===== config.mk =====
export PLATFORM = sky130hd
export DESIGN_NAME = rpn_stack_calculator
export DESIGN_NICKNAME = d
export VERILOG_FILES = /design/src/hw/rtl/rpn_pkg.sv /design/src/hw/rtl/rpn_div.sv /design/src/hw/rtl/rpn_dpath.sv /design/src/hw/rtl/rpn_ctrl.sv /design/src/hw/rtl/rpn_stack_calculator.sv
export SDC_FILE = /design/constraint.sdc
export NUM_CORES = 2
export LEC_CHECK = 0
export ABC_AREA = 0
export CAP_MARGIN = 40
export CORE_MARGIN = 1.5
export CORE_UTILIZATION = 35
export CTS_CLUSTER_DIAMETER = 30
export DETAILED_ROUTE_END_ITERATION = 7
export DONT_BUFFER_PORTS = 1
export GPL_ROUTABILITY_DRIVEN = 0
export PLACE_DENSITY = 0.53
export SETUP_SLACK_MARGIN = 0.05
export SLEW_MARGIN = 20
export SYNTH_ARGS = -nofsm -noshare
export SYNTH_HDL_FRONTEND = slang
export SYNTH_HIERARCHICAL = 1
export SYNTH_SLANG_ARGS = --single-unit

===== constraint.sdc =====
create_clock -name clock -period 14.65 [get_ports clock]
set_clock_uncertainty 0.15 [all_clocks]
set_input_delay 2.93 -clock clock [delete_from_list [all_inputs] [get_ports clock]]
set_output_delay 2.93 -clock clock [all_outputs]
set_load 0.02 [all_outputs]

===== src/hw/rtl/rpn_pkg.sv =====
// shared types and constants for the postfix stack calculator
// token kinds, result codes, controller states and the command/status bundles
// no dependencies
package rpn_pkg;

   localparam int STACK_DEPTH = 64;
   localparam int PTR_W       = $clog2(STACK_DEPTH);
   localparam int CNT_W       = $clog2(STACK_DEPTH + 1);
   localparam int DATA_W      = 32;
   localparam int OPND_W      = 31;
   localparam int STEP_W      = $clog2(DATA_W);

   typedef enum logic [2:0] {
      KIND_PUSH = 3'd0,
      KIND_NEG  = 3'd1,
      KIND_ADD  = 3'd2,
      KIND_SUB  = 3'd3,
      KIND_MUL  = 3'd4,
      KIND_DIV  = 3'd5,
      KIND_MOD  = 3'd6,
      KIND_END  = 3'd7
   } kind_type;

   typedef enum logic [2:0] {
      ST_OK       = 3'd0,
      ST_UNDER    = 3'd1,
      ST_LEFTOVER = 3'd2,
      ST_DIVZERO  = 3'd3,
      ST_FULL     = 3'd4
   } status_type;

   typedef enum logic [2:0] {
      S_IDLE,
      S_DECODE,
      S_TAKE_B,
      S_TAKE_A,
      S_EXEC,
      S_DIVIDE,
      S_WRITE,
      S_EMIT
   } state_type;

   // stack address: slot at count, top of stack, entry below the top
   typedef enum logic [1:0] {
      AS_COUNT,
      AS_TOP,
      AS_SECOND
   } addr_sel_type;

   typedef enum logic [1:0] {
      WD_PUSH,
      WD_NEG,
      WD_RES
   } wd_sel_type;

   typedef enum logic [1:0] {
      CNT_HOLD,
      CNT_INC,
      CNT_DEC,
      CNT_CLR
   } cnt_op_type;

   typedef struct packed {
      logic         capture;
      logic         mem_rd;
      addr_sel_type rd_sel;
      logic         mem_wr;
      addr_sel_type wr_sel;
      wd_sel_type   wd_sel;
      cnt_op_type   cnt_op;
      logic         load_b;
      logic         load_a;
      logic         load_ans;
      logic         alu_load;
      logic         div_start;
      logic         div_load;
      kind_type     op;
      logic         emit;
      status_type   emit_code;
   } cmd_type;

   typedef struct packed {
      logic cnt_zero;
      logic cnt_one;
      logic cnt_lt2;
      logic cnt_full;
      logic b_zero;
      logic div_done;
      logic out_busy;
   } sts_type;

endpackage


===== src/hw/rtl/rpn_div.sv =====
// unsigned 32-bit restoring divider, one quotient bit per cycle
// depends on rpn_pkg
module rpn_div (
   input  logic                       clock,
   input  logic                       reset,
   input  logic                       start,
   input  logic [rpn_pkg::DATA_W-1:0] dividend,
   input  logic [rpn_pkg::DATA_W-1:0] divisor,
   output logic                       done,
   output logic [rpn_pkg::DATA_W-1:0] quotient,
   output logic [rpn_pkg::DATA_W-1:0] remainder
);
   import rpn_pkg::*;

   logic              busy_ff, busy_in;
   logic              done_ff, done_in;
   logic [STEP_W-1:0] step_ff, step_in;
   logic [DATA_W-1:0] rem_ff, rem_in;
   logic [DATA_W-1:0] quo_ff, quo_in;
   logic [DATA_W-1:0] dvs_ff, dvs_in;
   logic [DATA_W:0]   shifted;
   logic [DATA_W:0]   diff;

   // one restoring step: shift in next dividend bit, subtract if it fits
   assign shifted = {rem_ff, quo_ff[DATA_W-1]};
   assign diff    = shifted - {1'b0, dvs_ff};

   always_comb begin
      busy_in = busy_ff;
      done_in = 1'b0;
      step_in = step_ff;
      rem_in  = rem_ff;
      quo_in  = quo_ff;
      dvs_in  = dvs_ff;
      if (start) begin
         busy_in = 1'b1;
         step_in = '0;
         rem_in  = '0;
         quo_in  = dividend;
         dvs_in  = divisor;
      end else if (busy_ff) begin
         if (shifted >= {1'b0, dvs_ff}) begin
            rem_in = diff[DATA_W-1:0];
            quo_in = {quo_ff[DATA_W-2:0], 1'b1};
         end else begin
            rem_in = shifted[DATA_W-1:0];
            quo_in = {quo_ff[DATA_W-2:0], 1'b0};
         end
         step_in = step_ff + STEP_W'(1);
         if (step_ff == STEP_W'(DATA_W - 1)) begin
            busy_in = 1'b0;
            done_in = 1'b1;
         end
      end
   end

   // control
   always_ff @(posedge clock) begin
      if (reset) begin
         busy_ff <= 1'b0;
         done_ff <= 1'b0;
      end else begin
         busy_ff <= busy_in;
         done_ff <= done_in;
      end
   end

   // working registers
   always_ff @(posedge clock) begin
      step_ff <= step_in;
      rem_ff  <= rem_in;
      quo_ff  <= quo_in;
      dvs_ff  <= dvs_in;
   end

   assign done      = done_ff;
   assign quotient  = quo_ff;
   assign remainder = rem_ff;

   // completion only follows a running division
   a_done_after_busy: assert property (@(posedge clock) disable iff (reset)
      done_ff |-> $past(busy_ff))
      else $error("divider done without a running division");

endmodule


===== src/hw/rtl/rpn_dpath.sv =====
// datapath: operand stack memory, count, operand registers, alu, divider,
// result register; depends on rpn_pkg and rpn_div
module rpn_dpath (
   input  logic                       clock,
   input  logic                       reset,
   input  rpn_pkg::cmd_type           cmd,
   output rpn_pkg::sts_type           sts,
   input  logic [rpn_pkg::OPND_W-1:0] req_operand_value,
   output logic                       rsp_valid,
   input  logic                       rsp_ready,
   output logic signed [rpn_pkg::DATA_W-1:0] rsp_answer,
   output logic [2:0]                 rsp_status
);
   import rpn_pkg::*;

   logic [DATA_W-1:0] stack_mem [STACK_DEPTH];
   logic [DATA_W-1:0] rdata_ff;
   logic [CNT_W-1:0]  count_ff, count_in;
   logic [OPND_W-1:0] opnd_ff;
   logic [DATA_W-1:0] a_ff, b_ff, ans_ff, res_ff, res_in;
   logic              rsp_valid_ff, rsp_valid_in;
   logic [DATA_W-1:0] rsp_answer_ff;
   status_type        rsp_status_ff;
   logic [PTR_W-1:0]  at_count, at_top, at_second, rd_addr, wr_addr;
   logic [DATA_W-1:0] wdata, alu_res, div_res;
   logic [DATA_W-1:0] mag_a, mag_b, quo, rem;
   logic              div_done;

   // stack addresses
   assign at_count  = count_ff[PTR_W-1:0];
   assign at_top    = PTR_W'(count_ff - CNT_W'(1));
   assign at_second = PTR_W'(count_ff - CNT_W'(2));

   always_comb begin
      unique case (cmd.rd_sel)
         AS_COUNT:  rd_addr = at_count;
         AS_TOP:    rd_addr = at_top;
         AS_SECOND: rd_addr = at_second;
         default:   rd_addr = at_top;
      endcase
      unique case (cmd.wr_sel)
         AS_COUNT:  wr_addr = at_count;
         AS_TOP:    wr_addr = at_top;
         AS_SECOND: wr_addr = at_second;
         default:   wr_addr = at_second;
      endcase
      unique case (cmd.wd_sel)
         WD_PUSH: wdata = {1'b0, opnd_ff};
         WD_NEG:  wdata = '0 - rdata_ff;
         WD_RES:  wdata = res_ff;
         default: wdata = res_ff;
      endcase
   end

   // operand stack memory, registered read
   always_ff @(posedge clock) begin
      if (cmd.mem_wr) begin
         stack_mem[wr_addr] <= wdata;
      end
      if (cmd.mem_rd) begin
         rdata_ff <= stack_mem[rd_addr];
      end
   end

   // operand count
   always_comb begin
      case (cmd.cnt_op)
         CNT_INC: count_in = count_ff + CNT_W'(1);
         CNT_DEC: count_in = count_ff - CNT_W'(1);
         CNT_CLR: count_in = '0;
         default: count_in = count_ff;
      endcase
   end

   // add, sub and mul on the registered operands
   always_comb begin
      case (cmd.op)
         KIND_SUB: alu_res = a_ff - b_ff;
         KIND_MUL: alu_res = a_ff * b_ff;
         default:  alu_res = a_ff + b_ff;
      endcase
   end

   // signed division through magnitudes, sign fixed afterward
   assign mag_a = a_ff[DATA_W-1] ? ('0 - a_ff) : a_ff;
   assign mag_b = b_ff[DATA_W-1] ? ('0 - b_ff) : b_ff;

   rpn_div u_div (
      .clock     (clock),
      .reset     (reset),
      .start     (cmd.div_start),
      .dividend  (mag_a),
      .divisor   (mag_b),
      .done      (div_done),
      .quotient  (quo),
      .remainder (rem)
   );

   always_comb begin
      if (cmd.op == KIND_MOD) begin
         div_res = a_ff[DATA_W-1] ? ('0 - rem) : rem;
      end else begin
         div_res = (a_ff[DATA_W-1] ^ b_ff[DATA_W-1]) ? ('0 - quo) : quo;
      end
      res_in = res_ff;
      if (cmd.alu_load) begin
         res_in = alu_res;
      end else if (cmd.div_load) begin
         res_in = div_res;
      end
   end

   // result register toward the requester
   always_comb begin
      rsp_valid_in = rsp_valid_ff;
      if (cmd.emit) begin
         rsp_valid_in = 1'b1;
      end else if (rsp_ready) begin
         rsp_valid_in = 1'b0;
      end
   end

   // control state
   always_ff @(posedge clock) begin
      if (reset) begin
         count_ff     <= '0;
         rsp_valid_ff <= 1'b0;
      end else begin
         count_ff     <= count_in;
         rsp_valid_ff <= rsp_valid_in;
      end
   end

   // payload registers
   always_ff @(posedge clock) begin
      if (cmd.capture) begin
         opnd_ff <= req_operand_value;
      end
      if (cmd.load_b) begin
         b_ff <= rdata_ff;
      end
      if (cmd.load_a) begin
         a_ff <= rdata_ff;
      end
      if (cmd.load_ans) begin
         ans_ff <= rdata_ff;
      end
      res_ff <= res_in;
      if (cmd.emit) begin
         rsp_answer_ff <= (cmd.emit_code == ST_OK) ? ans_ff : '0;
         rsp_status_ff <= cmd.emit_code;
      end
   end

   // status toward the controller
   always_comb begin
      sts.cnt_zero = (count_ff == '0);
      sts.cnt_one  = (count_ff == CNT_W'(1));
      sts.cnt_lt2  = (count_ff < CNT_W'(2));
      sts.cnt_full = (count_ff >= CNT_W'(STACK_DEPTH));
      sts.b_zero   = (b_ff == '0);
      sts.div_done = div_done;
      sts.out_busy = rsp_valid_ff && !rsp_ready;
   end

   assign rsp_valid  = rsp_valid_ff;
   assign rsp_answer = rsp_answer_ff;
   assign rsp_status = rsp_status_ff;

   a_count_bound: assert property (@(posedge clock) disable iff (reset)
      count_ff <= CNT_W'(STACK_DEPTH))
      else $error("operand count beyond stack depth");

   a_emit_valid: assert property (@(posedge clock) disable iff (reset)
      cmd.emit |=> rsp_valid_ff)
      else $error("emitted result not presented");

   a_emit_clears: assert property (@(posedge clock) disable iff (reset)
      cmd.emit |=> count_ff == '0)
      else $error("stack not cleared after result");

endmodule


===== src/hw/rtl/rpn_ctrl.sv =====
// controller state machine for the postfix stack calculator
// sequences stack reads, writes, alu and divider; depends on rpn_pkg
module rpn_ctrl (
   input  logic                  clock,
   input  logic                  reset,
   input  logic                  req_valid,
   output logic                  req_ready,
   input  logic [2:0]            req_kind,
   input  rpn_pkg::sts_type      sts,
   output rpn_pkg::cmd_type      cmd
);
   import rpn_pkg::*;

   state_type  state_ff, state_in;
   kind_type   kind_ff, kind_in;
   status_type code_ff, code_in;
   logic       is_div;

   assign is_div = (kind_ff == KIND_DIV) || (kind_ff == KIND_MOD);

   // next state and commands
   always_comb begin
      state_in      = state_ff;
      kind_in       = kind_ff;
      code_in       = code_ff;
      req_ready     = 1'b0;
      cmd           = '0;
      cmd.rd_sel    = AS_TOP;
      cmd.wr_sel    = AS_SECOND;
      cmd.wd_sel    = WD_RES;
      cmd.cnt_op    = CNT_HOLD;
      cmd.op        = kind_ff;
      cmd.emit_code = code_ff;
      unique case (state_ff)
         S_IDLE: begin
            req_ready = 1'b1;
            if (req_valid) begin
               cmd.capture = 1'b1;
               kind_in     = kind_type'(req_kind);
               state_in    = S_DECODE;
            end
         end
         S_DECODE: begin
            case (kind_ff)
               KIND_PUSH: begin
                  if (sts.cnt_full) begin
                     code_in  = ST_FULL;
                     state_in = S_EMIT;
                  end else begin
                     cmd.mem_wr = 1'b1;
                     cmd.wr_sel = AS_COUNT;
                     cmd.wd_sel = WD_PUSH;
                     cmd.cnt_op = CNT_INC;
                     state_in   = S_IDLE;
                  end
               end
               KIND_NEG: begin
                  if (sts.cnt_zero) begin
                     code_in  = ST_UNDER;
                     state_in = S_EMIT;
                  end else begin
                     cmd.mem_rd = 1'b1;
                     state_in   = S_TAKE_B;
                  end
               end
               KIND_END: begin
                  if (sts.cnt_zero) begin
                     code_in  = ST_UNDER;
                     state_in = S_EMIT;
                  end else if (!sts.cnt_one) begin
                     code_in  = ST_LEFTOVER;
                     state_in = S_EMIT;
                  end else begin
                     cmd.mem_rd = 1'b1;
                     state_in   = S_TAKE_B;
                  end
               end
               default: begin
                  if (sts.cnt_lt2) begin
                     code_in  = ST_UNDER;
                     state_in = S_EMIT;
                  end else begin
                     cmd.mem_rd = 1'b1;
                     state_in   = S_TAKE_B;
                  end
               end
            endcase
         end
         S_TAKE_B: begin
            cmd.load_b = 1'b1;
            if (kind_ff == KIND_NEG) begin
               cmd.mem_wr = 1'b1;
               cmd.wr_sel = AS_TOP;
               cmd.wd_sel = WD_NEG;
               state_in   = S_IDLE;
            end else if (kind_ff == KIND_END) begin
               cmd.load_ans = 1'b1;
               code_in      = ST_OK;
               state_in     = S_EMIT;
            end else begin
               cmd.mem_rd = 1'b1;
               cmd.rd_sel = AS_SECOND;
               state_in   = S_TAKE_A;
            end
         end
         S_TAKE_A: begin
            cmd.load_a = 1'b1;
            if (is_div && sts.b_zero) begin
               code_in  = ST_DIVZERO;
               state_in = S_EMIT;
            end else begin
               state_in = S_EXEC;
            end
         end
         S_EXEC: begin
            if (is_div) begin
               cmd.div_start = 1'b1;
               state_in      = S_DIVIDE;
            end else begin
               cmd.alu_load = 1'b1;
               state_in     = S_WRITE;
            end
         end
         S_DIVIDE: begin
            if (sts.div_done) begin
               cmd.div_load = 1'b1;
               state_in     = S_WRITE;
            end
         end
         S_WRITE: begin
            cmd.mem_wr = 1'b1;
            cmd.wr_sel = AS_SECOND;
            cmd.wd_sel = WD_RES;
            cmd.cnt_op = CNT_DEC;
            state_in   = S_IDLE;
         end
         S_EMIT: begin
            if (!sts.out_busy) begin
               cmd.emit   = 1'b1;
               cmd.cnt_op = CNT_CLR;
               state_in   = S_IDLE;
            end
         end
         default: state_in = S_IDLE;
      endcase
   end

   // state register
   always_ff @(posedge clock) begin
      if (reset) begin
         state_ff <= S_IDLE;
      end else begin
         state_ff <= state_in;
      end
   end

   // request kind and pending result code
   always_ff @(posedge clock) begin
      kind_ff <= kind_in;
      code_ff <= code_in;
   end

   a_emit_to_idle: assert property (@(posedge clock) disable iff (reset)
      cmd.emit |=> state_ff == S_IDLE)
      else $error("controller did not return to idle after result");

   a_div_start: assert property (@(posedge clock) disable iff (reset)
      cmd.div_start |=> state_ff == S_DIVIDE)
      else $error("divider started outside divide sequence");

endmodule


===== src/hw/rtl/rpn_stack_calculator.sv =====
// top level of the postfix stack calculator
// joins controller rpn_ctrl and datapath rpn_dpath; depends on rpn_pkg
//
// usage: each request is one postfix token (push, negate, add, sub, mul,
// div, mod, end) on the req_ channel with valid/ready. A response appears
// on the rsp_ channel only for end or an error: answer plus status
// (ok, underflow, leftover operands, divide by zero, stack full). After a
// response the operand stack is empty.
// each request runs through controller states from accept until ready is
// raised again; errors and end results leave through the response register.
// div and mod wait in S_DIVIDE for the divider, which forms one quotient
// bit per cycle over 32 bits. One request is in work at a time.
// the stack lives in a 64-entry memory with one read and one write port and
// registered read data, read once per operand.
// reset empties the stack and drops any pending response; the memory needs
// no clearing pass. If the receiver stalls, the response is held in its
// register and the next request is still taken; only a second response
// waits until the first one is taken.
module rpn_stack_calculator (
   input  logic                              clock,
   input  logic                              reset,
   input  logic                              req_valid,
   output logic                              req_ready,
   input  logic [2:0]                        req_kind,
   input  logic [rpn_pkg::OPND_W-1:0]        req_operand_value,
   output logic                              rsp_valid,
   input  logic                              rsp_ready,
   output logic signed [rpn_pkg::DATA_W-1:0] rsp_answer,
   output logic [2:0]                        rsp_status
);
   import rpn_pkg::*;

   cmd_type cmd;
   sts_type sts;

   // sequencing
   rpn_ctrl u_ctrl (
      .clock     (clock),
      .reset     (reset),
      .req_valid (req_valid),
      .req_ready (req_ready),
      .req_kind  (req_kind),
      .sts       (sts),
      .cmd       (cmd)
   );

   // stack, arithmetic and response register
   rpn_dpath u_dpath (
      .clock             (clock),
      .reset             (reset),
      .cmd               (cmd),
      .sts               (sts),
      .req_operand_value (req_operand_value),
      .rsp_valid         (rsp_valid),
      .rsp_ready         (rsp_ready),
      .rsp_answer        (rsp_answer),
      .rsp_status        (rsp_status)
   );

endmodule

==> impl_metrics.ini <==
[worst_setup_path]
start_kind = flop
crit_type = flop to flop
worstPathCellList = buf_8 -> and2_1 -> fa_1 -> inv_1 -> fa_1 -> fa_1 -> fa_1 -> inv_1 -> fa_1 -> inv_1 -> fa_1 -> inv_1 -> fa_1 -> fa_1 -> ha_1 -> a211oi_1 -> o221ai_1 -> a2111oi_0 -> o21ba_2 -> a21oi_1 -> o31ai_1 -> a21oi_1 -> nand3b_1 -> a31oi_1
worstPathArrival_ns = 8.54
cp.depth = 24
rr_endpoint = u_dpath/res_ff[31]$_DFFE_PP_
cp.required_ns = 15.22
critPathCapture = u_dpath/res_ff[31]$_DFFE_PP_
cpMostUsedCell = fa_1
regToRegSetupSlack_ns = 6.67
worstSetupStartpoint = u_dpath/a_ff[15]$_DFFE_PP_
path_delay_family = adder cells
r2r_cells = 24
cp_max_fo = 13
worstReg2RegStart = u_dpath/a_ff[15]$_DFFE_PP_
path_buf_inv = 5
end_kind = flop
cpMaxStageDelayCell = a2111oi_0
critical_path.max_stage_delay_ns = 0.57

[run_status]
status = complete, no violations

[cells_and_area]
synthToLayoutAreaGrowth_pct = 19.9
drive_above_1_share = 0.218
nets = 8213
utilization = 0.421

[clock_tree]
cts_setup_buffers = 0
insertion_delay_ns = 0.95
numClockSinks = 2394
cts_root_buffer = clkbuf_16
hold_buffers = 0
h-tree-depth = 5
cts_buffer_depth = 4
path_clk_slew_ns = 0.05
cts_resized = 0
cts_tree = done
cts_buffers = 468

[grt]
grt_first_pass_wirelength_um = 467000
track_usage = 0.189
gr-total-overflow = 0
grt_pass1_vias = 68500
grt_max_degree = 119
antenna_found_initial = 34

[floorplan]
start_util = 0.351
die_w_um = 578
die_h_um = 578
ios = 75
rows = 211
core-area_sq_um = 330000
die_area_sq_um = 334000

[placed_design]
dpl.hpwl_um = 201000
pre_cts_slack_ns = 6.56
port_buffers = 0

[logic_synthesis]
synth_edf_count = 2344
ys_types = 91
synthXorXnorAreaFrac = 0.0239
yosys.area_share.simple = 0.0639
ys_seq_elements = 2394
synth_adder_area_share = 0.0927
seq_area_frac_synth = 0.617
synth_nets = 7931
synth-async-reset-ratio = 0
synth_mux_area_frac = 0.124
synth_top_family_by_area = multiplexers
synth_area_sq_um = 116000
synth.yosys.warnings = 6
avgSynthCellArea_sq_um = 15.9
synthFlopType = edfxtp_1
netlist_instances = 7281
synth-compound-area-share = 0.0494

[flow_run]
maxCapViolCount = 0

[power_and_ir_drop]
p_per_area_nw_per_um2 = 209
vdd_drop_max_uv = 465
power.total_w = 0.0290
power.leakage_nw = 47.6

[sta]
setup_tns_ns = 0
max_freq_ghz = 0.125
hold_violations = 0
setup_viol = 0
fin_crit_ns = 7.98
tightest_slew_ns = 1.05
drv_slew = 0
finalCritPeriodShare = 0.545
rsz0062_at_grt = no
relSlewSlack = 0.295
fin_ws_ns = 6.67

[drt]
postRouteAntennaNets = 0
dr.pass1.iters = 6
vias_per_cell = 5.23
drc = 0
wl_per_cell_um = 25.6
num_vias = 64600
first_iter_violations = 4918
totalWireLength_um = 316000

[min_path]
min_path_type = flop to flop
hold_start = u_ctrl/code_ff[1]$_DFFE_PP_
## report_power, final
part	total (W)	switching [W]	internal, W
combinational	0.0103	0.00600	0.00425
clock	0.0108	0.00364	0.00712
sequential	0.00799	0.000170	0.00782
total	0.0290	0.00981	0.0192
## flip-flops by register name, summed over array words and instances, names as in the netlist, 32 cells and up
name                     count
u_dpath/a_ff                32
u_dpath/ans_ff              32
u_dpath/b_ff                32
u_dpath/rdata_ff            32
u_dpath/res_ff              32
u_dpath/rsp_answer          32
u_dpath/stack_mem         2048
u_dpath/u_div/dvs_ff        32
u_dpath/u_div/quotient      32
u_dpath/u_div/remainder     32
## worst min path at each step
stage	slack (ns)	endpoint	cells past startpoint
CTS	0.30	u_dpath/rsp_status[1]$_DFFE_PP_	0
global route	0.32	u_dpath/rsp_status[1]$_DFFE_PP_	0
detailed placement	0.32	u_dpath/rsp_status[1]$_DFFE_PP_	0
floorplan	0.28	u_dpath/rsp_status[2]$_DFFE_PP_	0
finish	0.31	u_dpath/rsp_status[1]$_DFFE_PP_	0
global placement	0.31	u_dpath/rsp_status[2]$_DFFE_PP_	0
## synthesized netlist by cell type (15+ instances only)
| library cell | number | area [sq um] |
|---|---|---|
| buf_2 | 30 | 150 |
| o21ai_0 | 131 | 656 |
| dfxtp_1 | 50 | 1000 |
| mux2_2 | 35 | 394 |
| nand3_1 | 31 | 155 |
| buf_1 | 59 | 221 |
| clkbuf_1 | 326 | 1220 |
| a211oi_1 | 189 | 1420 |
| nand2_1 | 401 | 1510 |
| nor4_1 | 17 | 106 |
| or2_2 | 18 | 113 |
| and2_1 | 346 | 2160 |
| o21a_1 | 17 | 128 |
| a21oi_1 | 303 | 1520 |
| o31ai_1 | 44 | 330 |
| nand2b_1 | 31 | 194 |
| nor2b_1 | 169 | 1060 |
| and3_1 | 25 | 156 |
| or4_1 | 22 | 165 |
| edfxtp_1 | 2344 | 70400 |
| nor2_1 | 235 | 882 |
| ha_1 | 202 | 2530 |
| fa_1 | 410 | 8210 |
| o211ai_1 | 22 | 165 |
| xor2_1 | 115 | 1010 |
| a21o_1 | 35 | 263 |
| inv_1 | 468 | 1760 |
| xnor2_1 | 196 | 1720 |
| a31oi_1 | 34 | 213 |
| nor3_1 | 42 | 210 |
| or3_1 | 42 | 263 |
| mux4_2 | 544 | 12300 |
| mux2i_1 | 166 | 1660 |
| nand4_1 | 15 | 93.8 |
## cell usage in the layout (no fill, tap or decap), types with 166 or more instances in the layout
cell type	n
mux4_2	544
nor2_1	168
a21oi_1	281
xnor2_1	195
ha_1	202
buf_4	205
clkbuf_16	471
edfxtp_1	2344
and2_1	346
fa_1	410
nor2b_1	169
nand2_1	400
mux2i_1	166
a211oi_1	189
inv_1	467
## worst reg2reg max path: cells and delay by family, from the launching register on
family | cells | cell delay [ns]
adders and majority gates | 9 | 4.33
buffers and inverters | 5 | 0.45
AOI/OAI and AO/OA | 8 | 1.96
DFF | 1 | 0.56
and+or+nand+nor | 2 | 0.33
## final cells by class
type	instances	area [sq um]
sequential	2394	71400
antenna	7	17.5
inverter	472	1770
clock buffer	522	12000
timing repair buffer	238	2140
tap	4366	5460
clock inverter	359	4200
multi-input combinational	3989	41900
fill	29300	191000
## kinds of logic after synthesis
group	count (synthesis)
AO/OA/AOI/OAI	891
XOR/XNOR	313
adder cells (fa/ha/maj)	612
buffers and inverters	898
flip-flops	2394
multiplexers	745
AND/OR/NAND/NOR	1428
## per-layer routing
metal  vias up  GRT usage  routed length, um
li1      28200          -                  -
met1     34100      0.240             130000
met2      1788      0.327             159000
met3       489     0.0271              15000
met4         4     0.0704              11600
met5         -          0                 27
## metrics by stage
stage | area, sq um | std cells | hold WS (ns)
floorplan | 116000 | 7281 | 0.277
global placement | 122000 | 11400 | 0.313
detailed placement | 122000 | 11400 | 0.315
CTS | 139000 | 12300 | 0.302
global route | 139000 | 12300 | 0.323
finish | 139000 | 12300 | 0.314
Note: power is estimated with default switching activity, not from simulation.
